## src/hw/rtl/hsvs_pkg.sv

```systemverilog
package hsvs_pkg;

    localparam int NSTAGE = 5;

    localparam int HUE_W  = 16;
    localparam int CHAN_W = 8;

    localparam logic [CHAN_W-1:0] SAT_FULL = 8'd255;

    localparam int SEXT_COUNT = 6;

    // Reciprocal of six, scaled by 2**16 and rounded down.
    localparam logic [13:0] RECIP_SIX = 14'd10922;

    typedef enum logic [2:0] {
        SEXT_RED_YEL = 3'd0,
        SEXT_YEL_GRN = 3'd1,
        SEXT_GRN_CYN = 3'd2,
        SEXT_CYN_BLU = 3'd3,
        SEXT_BLU_MAG = 3'd4,
        SEXT_MAG_RED = 3'd5
    } sextant_t;

    typedef struct packed {
        logic [NSTAGE-1:0] load;
    } pipe_ctl_t;

endpackage

```

## src/hw/rtl/hsvs_ctrl.sv

```systemverilog
module hsvs_ctrl (
    input  logic               aclk,
    input  logic               aresetn,
    input  logic               s_valid,
    output logic               s_ready,
    output logic               m_valid,
    input  logic               m_ready,
    output hsvs_pkg::pipe_ctl_t ctl
);
    import hsvs_pkg::*;

    logic [NSTAGE-1:0] valid_reg;
    logic [NSTAGE-1:0] valid_next;
    logic [NSTAGE-1:0] stage_ready;

    always_comb begin
        stage_ready[NSTAGE-1] = !valid_reg[NSTAGE-1] || m_ready;
        for (int k = NSTAGE - 2; k >= 0; k--) begin
            stage_ready[k] = !valid_reg[k] || stage_ready[k+1];
        end
    end

    always_comb begin
        ctl.load[0]   = s_valid && stage_ready[0];
        valid_next[0] = stage_ready[0] ? s_valid : valid_reg[0];
        for (int k = 1; k < NSTAGE; k++) begin
            ctl.load[k]   = valid_reg[k-1] && stage_ready[k];
            valid_next[k] = stage_ready[k] ? valid_reg[k-1] : valid_reg[k];
        end
    end

    always_ff @(posedge aclk) begin
        if (!aresetn) begin
            valid_reg <= '0;
        end else begin
            valid_reg <= valid_next;
        end
    end

    assign s_ready = stage_ready[0];
    assign m_valid = valid_reg[NSTAGE-1];

`ifndef ASSERT_OFF
    a_accept_fills: assert property (@(posedge aclk) disable iff (!aresetn)
        s_valid && s_ready |=> valid_reg[0])
        else $error("Accepted request did not reach the first stage.");

    a_stall_holds: assert property (@(posedge aclk) disable iff (!aresetn)
        m_valid && !m_ready |=> m_valid)
        else $error("Stalled result was dropped.");

    a_load_has_source: assert property (@(posedge aclk) disable iff (!aresetn)
        ctl.load[NSTAGE-1] |-> valid_reg[NSTAGE-2])
        else $error("Last stage loaded from an empty stage.");

    a_drain_empties: assert property (@(posedge aclk) disable iff (!aresetn)
        !valid_reg[NSTAGE-2] && m_valid && m_ready |=> !m_valid)
        else $error("Result repeated after it was taken.");
`endif

endmodule

```

## src/hw/rtl/hsvs_hue.sv

```systemverilog
module hsvs_hue #(
    parameter int unsigned HUE_PER_SEXTANT = 60,
    localparam int RW = (HUE_PER_SEXTANT > 1) ? $clog2(HUE_PER_SEXTANT) : 1
) (
    input  logic                             aclk,
    input  hsvs_pkg::pipe_ctl_t              ctl,
    input  logic [hsvs_pkg::HUE_W-1:0]       s_hue,
    output logic [RW-1:0]                    rem,
    output hsvs_pkg::sextant_t               sext
);
    import hsvs_pkg::*;

    localparam logic [16:0] RECIP_PER = 17'((32'd1 << 16) / HUE_PER_SEXTANT);
    localparam logic [HUE_W-1:0] PER = HUE_W'(HUE_PER_SEXTANT);

    logic [32:0]      hue_prod;
    logic [HUE_W-1:0] hue0_reg;
    logic [HUE_W-1:0] quot_est0_reg;

    logic [31:0]      back_prod;
    logic [HUE_W-1:0] rem_raw;
    logic             rem_over;
    logic [HUE_W-1:0] quot1_next;
    logic [RW-1:0]    rem1_next;
    logic [HUE_W-1:0] quot1_reg;
    logic [RW-1:0]    rem1_reg;

    logic [29:0]      six_prod;
    logic [13:0]      six_est2_reg;
    logic [HUE_W-1:0] quot2_reg;

    logic [HUE_W-1:0] six_back;
    logic [HUE_W-1:0] six_rem;
    logic [2:0]       sext3_next;
    sextant_t         sext3_reg;

    assign hue_prod = 33'(s_hue) * 33'(RECIP_PER);

    always_ff @(posedge aclk) begin
        if (ctl.load[0]) begin
            hue0_reg      <= s_hue;
            quot_est0_reg <= hue_prod[31:16];
        end
    end

    always_comb begin
        back_prod  = 32'(quot_est0_reg) * 32'(PER);
        rem_raw    = hue0_reg - back_prod[HUE_W-1:0];
        rem_over   = rem_raw >= PER;
        quot1_next = quot_est0_reg + HUE_W'(rem_over);
        rem1_next  = rem_over ? RW'(rem_raw - PER) : RW'(rem_raw);
    end

    always_ff @(posedge aclk) begin
        if (ctl.load[1]) begin
            quot1_reg <= quot1_next;
            rem1_reg  <= rem1_next;
        end
    end

    assign six_prod = 30'(quot1_reg) * 30'(RECIP_SIX);

    always_ff @(posedge aclk) begin
        if (ctl.load[2]) begin
            quot2_reg    <= quot1_reg;
            six_est2_reg <= six_prod[29:16];
        end
    end

    always_comb begin
        six_back = HUE_W'(six_est2_reg) * HUE_W'(SEXT_COUNT);
        six_rem  = quot2_reg - six_back;
        sext3_next = (six_rem[3:0] >= 4'(SEXT_COUNT)) ?
                     3'(six_rem[3:0] - 4'(SEXT_COUNT)) : six_rem[2:0];
    end

    always_ff @(posedge aclk) begin
        if (ctl.load[3]) begin
            sext3_reg <= sextant_t'(sext3_next);
        end
    end

    assign rem  = rem1_reg;
    assign sext = sext3_reg;

endmodule

```

## src/hw/rtl/hsvs_level.sv

```systemverilog
module hsvs_level #(
    parameter int unsigned HUE_PER_SEXTANT = 60,
    localparam int RW = (HUE_PER_SEXTANT > 1) ? $clog2(HUE_PER_SEXTANT) : 1,
    localparam int DW = RW + 8
) (
    input  logic                         aclk,
    input  hsvs_pkg::pipe_ctl_t          ctl,
    input  logic [hsvs_pkg::CHAN_W-1:0]  s_saturation,
    input  logic [hsvs_pkg::CHAN_W-1:0]  s_brightness,
    input  logic [RW-1:0]                rem,
    output logic [hsvs_pkg::CHAN_W-1:0]  top,
    output logic [hsvs_pkg::CHAN_W-1:0]  bot,
    output logic [DW-1:0]                slope_prod,
    output logic [hsvs_pkg::CHAN_W-1:0]  adj_est
);
    import hsvs_pkg::*;

    localparam logic [DW:0] RECIP_PER = (DW+1)'((64'd1 << DW) / HUE_PER_SEXTANT);

    logic [15:0]       vs0_reg;
    logic [CHAN_W-1:0] top0_reg;

    logic [16:0]       scaled_sum;
    logic [CHAN_W-1:0] bot1_next;
    logic [CHAN_W-1:0] top1_reg;
    logic [CHAN_W-1:0] bot1_reg;

    logic [CHAN_W-1:0] span;
    logic [DW-1:0]     top2_reg;
    logic [DW-1:0]     dprod2_reg;
    logic [CHAN_W-1:0] bot2_reg;
    logic [CHAN_W-1:0] top2_val;

    logic [2*DW:0]     adj_prod;
    logic [CHAN_W-1:0] top3_reg;
    logic [CHAN_W-1:0] bot3_reg;
    logic [DW-1:0]     dprod3_reg;
    logic [CHAN_W-1:0] adj3_reg;

    always_ff @(posedge aclk) begin
        if (ctl.load[0]) begin
            vs0_reg  <= 16'(s_brightness) * 16'(SAT_FULL - s_saturation);
            top0_reg <= s_brightness;
        end
    end

    // Exact floor division by 255 for any numerator up to 255 * 255.
    always_comb begin
        scaled_sum = 17'(vs0_reg) + 17'(vs0_reg[15:8]) + 17'd1;
        bot1_next  = scaled_sum[15:8];
    end

    always_ff @(posedge aclk) begin
        if (ctl.load[1]) begin
            top1_reg <= top0_reg;
            bot1_reg <= bot1_next;
        end
    end

    assign span = top1_reg - bot1_reg;

    always_ff @(posedge aclk) begin
        if (ctl.load[2]) begin
            top2_reg   <= DW'(top1_reg);
            bot2_reg   <= bot1_reg;
            dprod2_reg <= DW'(span) * DW'(rem);
        end
    end

    assign top2_val = top2_reg[CHAN_W-1:0];
    assign adj_prod = (2*DW+1)'(dprod2_reg) * (2*DW+1)'(RECIP_PER);

    always_ff @(posedge aclk) begin
        if (ctl.load[3]) begin
            top3_reg   <= top2_val;
            bot3_reg   <= bot2_reg;
            dprod3_reg <= dprod2_reg;
            adj3_reg   <= adj_prod[DW+CHAN_W-1:DW];
        end
    end

    assign top        = top3_reg;
    assign bot        = bot3_reg;
    assign slope_prod = dprod3_reg;
    assign adj_est    = adj3_reg;

endmodule

```

## src/hw/rtl/hsvs_mix.sv

```systemverilog
module hsvs_mix #(
    parameter int unsigned HUE_PER_SEXTANT = 60,
    localparam int RW = (HUE_PER_SEXTANT > 1) ? $clog2(HUE_PER_SEXTANT) : 1,
    localparam int DW = RW + 8
) (
    input  logic                         aclk,
    input  hsvs_pkg::pipe_ctl_t          ctl,
    input  hsvs_pkg::sextant_t           sext,
    input  logic [hsvs_pkg::CHAN_W-1:0]  top,
    input  logic [hsvs_pkg::CHAN_W-1:0]  bot,
    input  logic [DW-1:0]                slope_prod,
    input  logic [hsvs_pkg::CHAN_W-1:0]  adj_est,
    output logic [hsvs_pkg::CHAN_W-1:0]  m_red,
    output logic [hsvs_pkg::CHAN_W-1:0]  m_green,
    output logic [hsvs_pkg::CHAN_W-1:0]  m_blue
);
    import hsvs_pkg::*;

    localparam logic [DW-1:0] PER = DW'(HUE_PER_SEXTANT);

    logic [DW-1:0]     back_prod;
    logic [DW-1:0]     slope_rem;
    logic [CHAN_W-1:0] adj;
    logic [CHAN_W-1:0] rise;
    logic [CHAN_W-1:0] fall;
    logic [CHAN_W-1:0] red_next;
    logic [CHAN_W-1:0] green_next;
    logic [CHAN_W-1:0] blue_next;
    logic [CHAN_W-1:0] red_reg;
    logic [CHAN_W-1:0] green_reg;
    logic [CHAN_W-1:0] blue_reg;

    always_comb begin
        back_prod = DW'(adj_est) * PER;
        slope_rem = slope_prod - back_prod;
        adj       = adj_est + CHAN_W'(slope_rem >= PER);
        rise      = bot + adj;
        fall      = top - adj;
        unique case (sext)
            SEXT_RED_YEL: begin
                red_next = top;  green_next = rise; blue_next = bot;
            end
            SEXT_YEL_GRN: begin
                red_next = fall; green_next = top;  blue_next = bot;
            end
            SEXT_GRN_CYN: begin
                red_next = bot;  green_next = top;  blue_next = rise;
            end
            SEXT_CYN_BLU: begin
                red_next = bot;  green_next = fall; blue_next = top;
            end
            SEXT_BLU_MAG: begin
                red_next = rise; green_next = bot;  blue_next = top;
            end
            default: begin
                red_next = top;  green_next = bot;  blue_next = fall;
            end
        endcase
    end

    always_ff @(posedge aclk) begin
        if (ctl.load[NSTAGE-1]) begin
            red_reg   <= red_next;
            green_reg <= green_next;
            blue_reg  <= blue_next;
        end
    end

    assign m_red   = red_reg;
    assign m_green = green_reg;
    assign m_blue  = blue_reg;

endmodule

```

## src/hw/rtl/hsv_to_rgb_sextant.sv

```systemverilog
// Converts one pixel per clock, while the output side does not stall, from hue,
// saturation and value to 8-bit red, green and blue. The hue wraps modulo six sextants
// of HUE_PER_SEXTANT steps each (0 to 359 with the default of 60). Each request goes
// through a five-stage pipeline. A new request is accepted in every cycle while the
// output side does not stall. Each stage carries its own valid bit and holds its item
// while the stage after it cannot take it, so bubbles close up. While a finished result
// waits to be taken, requests are still accepted until all five stages hold an item.
module hsv_to_rgb_sextant #(
    parameter int unsigned HUE_PER_SEXTANT = 60
) (
    input  logic                        aclk,
    input  logic                        aresetn,
    input  logic                        s_valid,
    output logic                        s_ready,
    input  logic [hsvs_pkg::HUE_W-1:0]  s_hue,
    input  logic [hsvs_pkg::CHAN_W-1:0] s_saturation,
    input  logic [hsvs_pkg::CHAN_W-1:0] s_brightness,
    output logic                        m_valid,
    input  logic                        m_ready,
    output logic [hsvs_pkg::CHAN_W-1:0] m_red,
    output logic [hsvs_pkg::CHAN_W-1:0] m_green,
    output logic [hsvs_pkg::CHAN_W-1:0] m_blue
);
    import hsvs_pkg::*;

    localparam int RW = (HUE_PER_SEXTANT > 1) ? $clog2(HUE_PER_SEXTANT) : 1;
    localparam int DW = RW + 8;

    pipe_ctl_t         ctl;
    logic [RW-1:0]     rem;
    sextant_t          sext;
    logic [CHAN_W-1:0] top;
    logic [CHAN_W-1:0] bot;
    logic [DW-1:0]     slope_prod;
    logic [CHAN_W-1:0] adj_est;

    hsvs_ctrl u_ctrl (
        .aclk    (aclk),
        .aresetn (aresetn),
        .s_valid (s_valid),
        .s_ready (s_ready),
        .m_valid (m_valid),
        .m_ready (m_ready),
        .ctl     (ctl)
    );

    hsvs_hue #(
        .HUE_PER_SEXTANT (HUE_PER_SEXTANT)
    ) u_hue (
        .aclk  (aclk),
        .ctl   (ctl),
        .s_hue (s_hue),
        .rem   (rem),
        .sext  (sext)
    );

    hsvs_level #(
        .HUE_PER_SEXTANT (HUE_PER_SEXTANT)
    ) u_level (
        .aclk         (aclk),
        .ctl          (ctl),
        .s_saturation (s_saturation),
        .s_brightness (s_brightness),
        .rem          (rem),
        .top          (top),
        .bot          (bot),
        .slope_prod   (slope_prod),
        .adj_est      (adj_est)
    );

    hsvs_mix #(
        .HUE_PER_SEXTANT (HUE_PER_SEXTANT)
    ) u_mix (
        .aclk       (aclk),
        .ctl        (ctl),
        .sext       (sext),
        .top        (top),
        .bot        (bot),
        .slope_prod (slope_prod),
        .adj_est    (adj_est),
        .m_red      (m_red),
        .m_green    (m_green),
        .m_blue     (m_blue)
    );

endmodule
```

## config.mk

```make
export PLATFORM = sky130hd
export DESIGN_NAME = hsv_to_rgb_sextant
export DESIGN_NICKNAME = d
export VERILOG_FILES = /design/src/hw/rtl/hsvs_pkg.sv /design/src/hw/rtl/hsvs_ctrl.sv /design/src/hw/rtl/hsvs_hue.sv /design/src/hw/rtl/hsvs_level.sv /design/src/hw/rtl/hsvs_mix.sv /design/src/hw/rtl/hsv_to_rgb_sextant.sv
export SDC_FILE = /design/constraint.sdc
export NUM_CORES = 1
export LEC_CHECK = 0
export ABC_AREA = 1
export BUFFER_PORTS_ARGS = -buffer_cell sky130_fd_sc_hd__buf_2
export CAP_MARGIN = 25
export CELL_PAD_IN_SITES_DETAIL_PLACEMENT = 0
export CELL_PAD_IN_SITES_GLOBAL_PLACEMENT = 2
export CORE_MARGIN = 4
export CORE_UTILIZATION = 38
export CTS_BUF_LIST = sky130_fd_sc_hd__clkbuf_2
export DETAILED_ROUTE_END_ITERATION = 12
export HOLD_SLACK_MARGIN = 0.02
export PLACE_DENSITY = 0.79
export SYNTH_ARGS = -nofsm -noshare
export SYNTH_HDL_FRONTEND = slang
export SYNTH_SLANG_ARGS = --single-unit
```

## constraint.sdc

```tcl
create_clock -name aclk -period 5.6 [get_ports aclk]
set_input_delay 0.56 -clock aclk [delete_from_list [all_inputs] [get_ports aclk]]
set_output_delay 0.56 -clock aclk [all_outputs]
set_load 0.1 [all_outputs]
```

==> results of run 1 <==
worst max-delay path, delay by kind of cell, from the launching register on:
| kind | cells | cell delay [ns] |
|---|---|---|
| compound gates | 9 | 1.01 |
| xor+xnor | 2 | 0.39 |
| fa+ha+maj | 6 | 2.16 |
| buf+inv | 6 | 0.66 |
| flops | 1 | 0.47 |
| simple gates | 10 | 0.99 |
cell usage after synthesis, drive strengths merged, types with 4 or more instances:
| cell | count | area [sq um] |
|---|---|---|
| inv | 407 | 1530 |
| nand2 | 365 | 1390 |
| ha | 294 | 3680 |
| edfxtp | 185 | 5560 |
| nor2 | 156 | 621 |
| fa | 135 | 2700 |
| a21oi | 132 | 661 |
| xor2 | 76 | 681 |
| nand3 | 65 | 340 |
| o21ai | 55 | 275 |
| nand4 | 34 | 213 |
| xnor2 | 34 | 298 |
| nor3 | 11 | 55.1 |
| o2111ai | 10 | 87.6 |
| o21bai | 9 | 67.6 |
| or2 | 9 | 56.3 |
| a21o | 8 | 60.1 |
| nand3b | 7 | 52.6 |
| a31oi | 6 | 37.5 |
| a22oi | 5 | 37.5 |
| dfxtp | 5 | 100 |
| and2 | 4 | 25.0 |
| o22ai | 4 | 25.0 |
metal layers:
layer | routed length (um) | up-vias | GRT usage | share of wire
met4 | 476 | 0 | 0.0440 | 0.011
li1 | - | 7084 | - | -
met3 | 1130 | 27 | 0.0237 | 0.027
met5 | 0 | - | 0 | 0
met2 | 21100 | 181 | 0.292 | 0.50
met1 | 19100 | 6499 | 0.210 | 0.46
worst paths after layout:
kind | slack (ns) | endpoint | cells past startpoint
worst max-delay path | -0.31 | u_mix.m_green[7] | 33
worst max register to register | -0.31 | u_mix.m_green[7] | 33
worst min-delay path | 0.31 | u_level.vs0_reg[2] | 5
worst min register to register | 0.46 | u_level.top1_reg[2] | 0
layout make-up:
type                    count  area share
multi-input cells        1438       0.554
clock inverters            15     0.00827
clock buffers              17     0.00393
inverters                 407      0.0706
flip-flops and latches    190       0.261
diodes                      2    0.000231
well taps                 664      0.0384
repair buffers            189      0.0629
cells in the final DEF (no fill, tap or decap), drive strengths merged, types with 11 or more instances in the layout:
master / count
o21ai: 55
clkbuf: 17
nand4: 34
dlygate4sd3: 30
fa: 135
edfxtp: 185
nor3: 11
xnor2: 34
xor2: 76
nor2: 156
nand3: 65
nand2: 365
ha: 294
buf: 159
inv: 416
a21oi: 132
metrics by stage:
stage / instances / area [sq um] / util
3_5_place_dp: 2839 / 20500 / 0.421
6_report: 2922 / 21600 / 0.444
3_3_place_gp: 2839 / 20500 / 0.421
5_1_grt: 2922 / 21600 / 0.444
2_1_floorplan: 2037 / 18800 / -
4_1_cts: 2908 / 21400 / 0.438
kinds of logic after synthesis:
family | count (synthesis) | share of synthesized area
fa+ha+maj | 429 | 0.341
simple gates | 652 | 0.147
buf+inv | 409 | 0.0822
xor+xnor | 110 | 0.0523
flops | 190 | 0.302
compound gates | 247 | 0.0747
repair_timing:
action                     in CTS  in global routing
hold buffers                   30                  0
pin swaps                      27                 23
setup endpoints to repair      21                 31
hold endpoints to repair       34                  0
gates resized for setup        45                 36
buffers inserted                7                 11
cloned                          0                  0
==> metrics.csv, run 1 <==
stage;metric;value;unit
status;outcome;complete, but fails checks;
status;failing checks;negative setup slack;
global_routing;total congestion overflow;0;
finish;NumNets Final;2708;
finish;Multi-input gate area;12000;sq um
yosys;sequential element share of the synthesized area;0.302;
routing;DRT iter0 DRCs;655;
finish;Area Growth Syn to Fin;15.7;%
global_routing;largest net degree at the start of global routing;52;
routing;drt wl/cell;14.3;um
placement;dpl ws;-0.598;ns
yosys;Post-synth EDFFs;185;
timing;final setup fails;18;
yosys;FF+latch count, synth;190;
timing;Fin. Hold Viols;0;
yosys;Main synth FF type;edfxtp_1;
global_routing;GRT Util Overall;0.164;
yosys;synth warn;0;
finish;Sequential Area;5660;sq um
critical_path;startpoint types;flop;
timing;worst slew pin tran;0.688;ns
floorplan;Die X;230;um
timing;fin. max-slew vios;0;
cts;Worst-path clk slew;0.34;ns
global_routing;vias in the first global route;14470;
flow_run;Max Cap Viol;0;
floorplan;Row Count;81;
timing;maximum clock frequency;0.169;GHz
placement;RD Place Congestion;0.876;
min_path;HP Class;input pin to flop;
timing;final critical-path required period;5.91;ns
floorplan;initial core utilization;0.384;
global_routing;first-pass GRT wire length;70.5;mm
cts;worst skew pair latency;0.97;ns
timing;relative slew slack;0.541;
yosys;Synth Net Count;2502;
timing;Min Hold Slack;0.313;ns
cts;H-tree levels;4;
critical_path;worst r2r src;u_level.adj_est[2];
timing;RSZ-0062 raised after global routing;true;
critical_path;crit path max fanout;4;
cts;clk buf depth;2;
placement;# port buffers;61;
placement;HPWL after DPL;35.2;mm
critical_path;Max stage delay on crit path;0.56;ns
critical_path;crit path kind;flop to flop;
routing;via count;13791;
global_routing;initial antenna violation count;2;
timing;final setup TNS;-3.95;ns
floorplan;DIE AREA;52800;sq um
critical_path;Critical Path Start;u_level.adj_est[2];
critical_path;Critical Path AT;6.64;ns
yosys;syn_area_per_cell;9.18;sq um
yosys;Netlist cell types;41;
finish;Layout fillers;4779;
cts;Clock Sinks;190;
timing;clock skew;0.0736;ns
cts;CTS Buf Count;17;
routing;drt pass-1 iters;5;
routing;Vias per Instance;4.72;
critical_path;CP max-delay cell;fa_1;
yosys;ys async rst share;0;
min_path;min-delay src;s_saturation[2];
cts;CTS tree;done;
routing;Routed WL;41.9;mm
routing;post-route antenna net violation count;0;
floorplan;die height;230;um
floorplan;core area;48700;sq um
critical_path;critical path required time;6.32;ns
timing;worst setup margin;-0.314;ns
finish;share of layout cells above drive strength 1;0.137;
timing;period utilization;1.06;
yosys;cells after synthesis;2037;
yosys;Synth Cell Area;18700;sq um
routing;drt drc;0;
floorplan;# IOs;62;
critical_path;Setup crit end kind;flop;
cts;root buffer cell;clkbuf_2;
Power of run 1 is not shown: default switching activity piles up to over one toggle a cycle in this logic, so the estimate is an artifact.
==> run 2: changes to the inputs <==
- CORE_UTILIZATION: 38 -> 42
- PLACE_DENSITY: 0.79 -> 0.83
- clock period: 5.6 -> 5.9 ns (I/O delays scaled with it)
==> metrics.csv, run 2 (synthesis results as in run 1) <==
stage;metric;value;unit;change
status;outcome;complete, but fails checks;;
status;failing checks;negative setup slack;;
timing;relative slew slack;0.355;;-0.186
routing;drt drc;0;;unchanged
routing;via count;13938;;+1.1%
timing;final critical-path required period;5.91;ns;-0.00189 ns
placement;dpl cells;2766;;-2.6%
critical_path;crit path max fanout;4;;unchanged
timing;period utilization;1.00;;-0.0540
cts;Clock Sinks;190;;unchanged
placement;dpl ws;-0.469;ns;+0.129 ns
min_path;HP Class;input pin to flop;;
timing;RSZ-0062 raised after global routing;true;;
global_routing;largest net degree at the start of global routing;52;;unchanged
routing;Routed WL;42.5;mm;+1.5%
critical_path;Max stage delay on crit path;0.55;ns;about the same
critical_path;critical path required time;6.70;ns;+0.38 ns
cts;H-tree levels;4;;unchanged
floorplan;initial core utilization;0.424;;+0.0402
global_routing;total congestion overflow;0;;unchanged
timing;clock skew;0.0455;ns;-0.0281 ns
global_routing;vias in the first global route;14234;;-1.6%
finish;Design Area, Final;21600;sq um;-0.14%
routing;post-route antenna net violation count;0;;unchanged
routing;drt pass-1 iters;5;;unchanged
finish;Area Growth Syn to Fin;15.6;%;
timing;final setup fails;1;;-17
placement;RD Place Congestion;0.925;;+5.6%
cts;Worst-path clk slew;0.29;ns;-0.05 ns
timing;Min Hold Slack;0.331;ns;+0.0181 ns
critical_path;startpoint types;flop;;
routing;DRT iter0 DRCs;650;;-0.76%
finish;NumNets Final;2696;;-0.44%
global_routing;GRT Util Overall;0.185;;+0.0204
cts;CTS Buf Count;17;;unchanged
timing;worst setup margin;-0.0123;ns;+0.302 ns
finish;share of layout cells above drive strength 1;0.138;;+0.00124
global_routing;first-pass GRT wire length;70.4;mm;-0.18%
floorplan;# IOs;62;;unchanged
critical_path;most common cell type on the critical path;nand2_2;;
global_routing;initial antenna violation count;3;;+1
floorplan;Die X;219;um;-4.7%
finish;Post-Layout Cell Count;2837;;-2.9%
floorplan;DIE AREA;48000;sq um;-9.2%
critical_path;Critical Path AT;6.71;ns;+0.07 ns
critical_path;CP max-delay cell;edfxtp_1;;
cts;worst skew pair latency;0.98;ns;about the same
routing;drt wl/cell;15.0;um;+4.5%
timing;maximum clock frequency;0.169;GHz;about the same
cts;CTS tree;done;;
critical_path;crit path kind;flop to flop;;
floorplan;core area;44100;sq um;-9.5%
placement;HPWL after DPL;35.1;mm;-0.25%
placement;Cell Area, Placed;20400;sq um;-0.88%
timing;Fin. Hold Viols;0;;unchanged
timing;worst slew pin tran;0.966;ns;+0.277 ns
finish;Sequential Area;5660;sq um;unchanged
routing;Vias per Instance;4.91;;+4.1%
timing;fin. max-slew vios;0;;unchanged
critical_path;Setup crit end kind;flop;;
floorplan;Row Count;77;;-4.9%
finish;Layout fillers;4270;;-11%
finish;most common cell after layout, fill and taps aside;inv_1;;
flow_run;Max Cap Viol;0;;unchanged
placement;# port buffers;61;;unchanged
finish;Multi-input gate area;12100;sq um;+1.2%
cts;root buffer cell;clkbuf_2;;
cts;clk buf depth;2;;unchanged
floorplan;die height;219;um;-4.7%
finish;most frequent cells in the layout;inv_1 (392), nand2_1 (348), ha_1 (277);;
==> run 2: area by class of cell <==
class	count	area share
timing repair buffer	177	0.0594
sequential	190	0.262
clock buffer	17	0.00394
tap	592	0.0343
inverter	407	0.0707
multi-input combinational	1438	0.562
antenna	2	0.000232
clock inverter	14	0.00810
==> run 2: path summary, 6_finish.rpt <==
| check | startpoint | endpoint | slack, ns | cells past startpoint |
|---|---|---|---|---|
| worst min register to register | u_level.top0_reg[4] | u_level.top1_reg[4] | 0.43 | 0 |
| worst min-delay path | s_hue[2] | u_hue.hue0_reg[2] | 0.33 | 2 |
| worst max-delay path | u_level.adj_est[2] | u_mix.m_blue[6] | -0.01 | 31 |
| worst max register to register | u_level.adj_est[2] | u_mix.m_blue[6] | -0.01 | 31 |
==> run 2: layer usage <==
metal  wire length, um  global-route usage  up-vias
met5                13                   0        -
met4               643              0.0491        2
met3              1600              0.0316       53
met2             21000               0.316      205
met1             19200               0.243     6623
li1                  -                   -     7055
==> run 2: what timing repair did <==
action                                 CTS  global route
gates resized for setup                 55            68
buffers inserted                         6             4
hold buffers                            31             0
endpoints found under the hold margin   33             0
setup endpoints to repair               20            21
pin swaps                               25            24
==> run 2: worst max-delay path: cells and delay by family (launching register included) <==
kind	cells	cell delay (ns)
xor gates and xnor gates	4	0.62
AOI/OAI and AO/OA	7	1.08
and+or+nand+nor	5	0.39
adders and majority gates	6	2.21
buffers and inverters	9	0.86
DFF	1	0.55
==> run 2: per-stage QoR <==
| step | setup TNS [ns] | util |
|---|---|---|
| global route | -4.80 | 0.490 |
| CTS | -0.0325 | 0.481 |
| global placement | -4.75 | 0.461 |
| finish | -0.0123 | 0.490 |
| floorplan | 0 | - |
| detailed placement | -6.37 | 0.461 |
Power of run 2 is left out for the same reason.
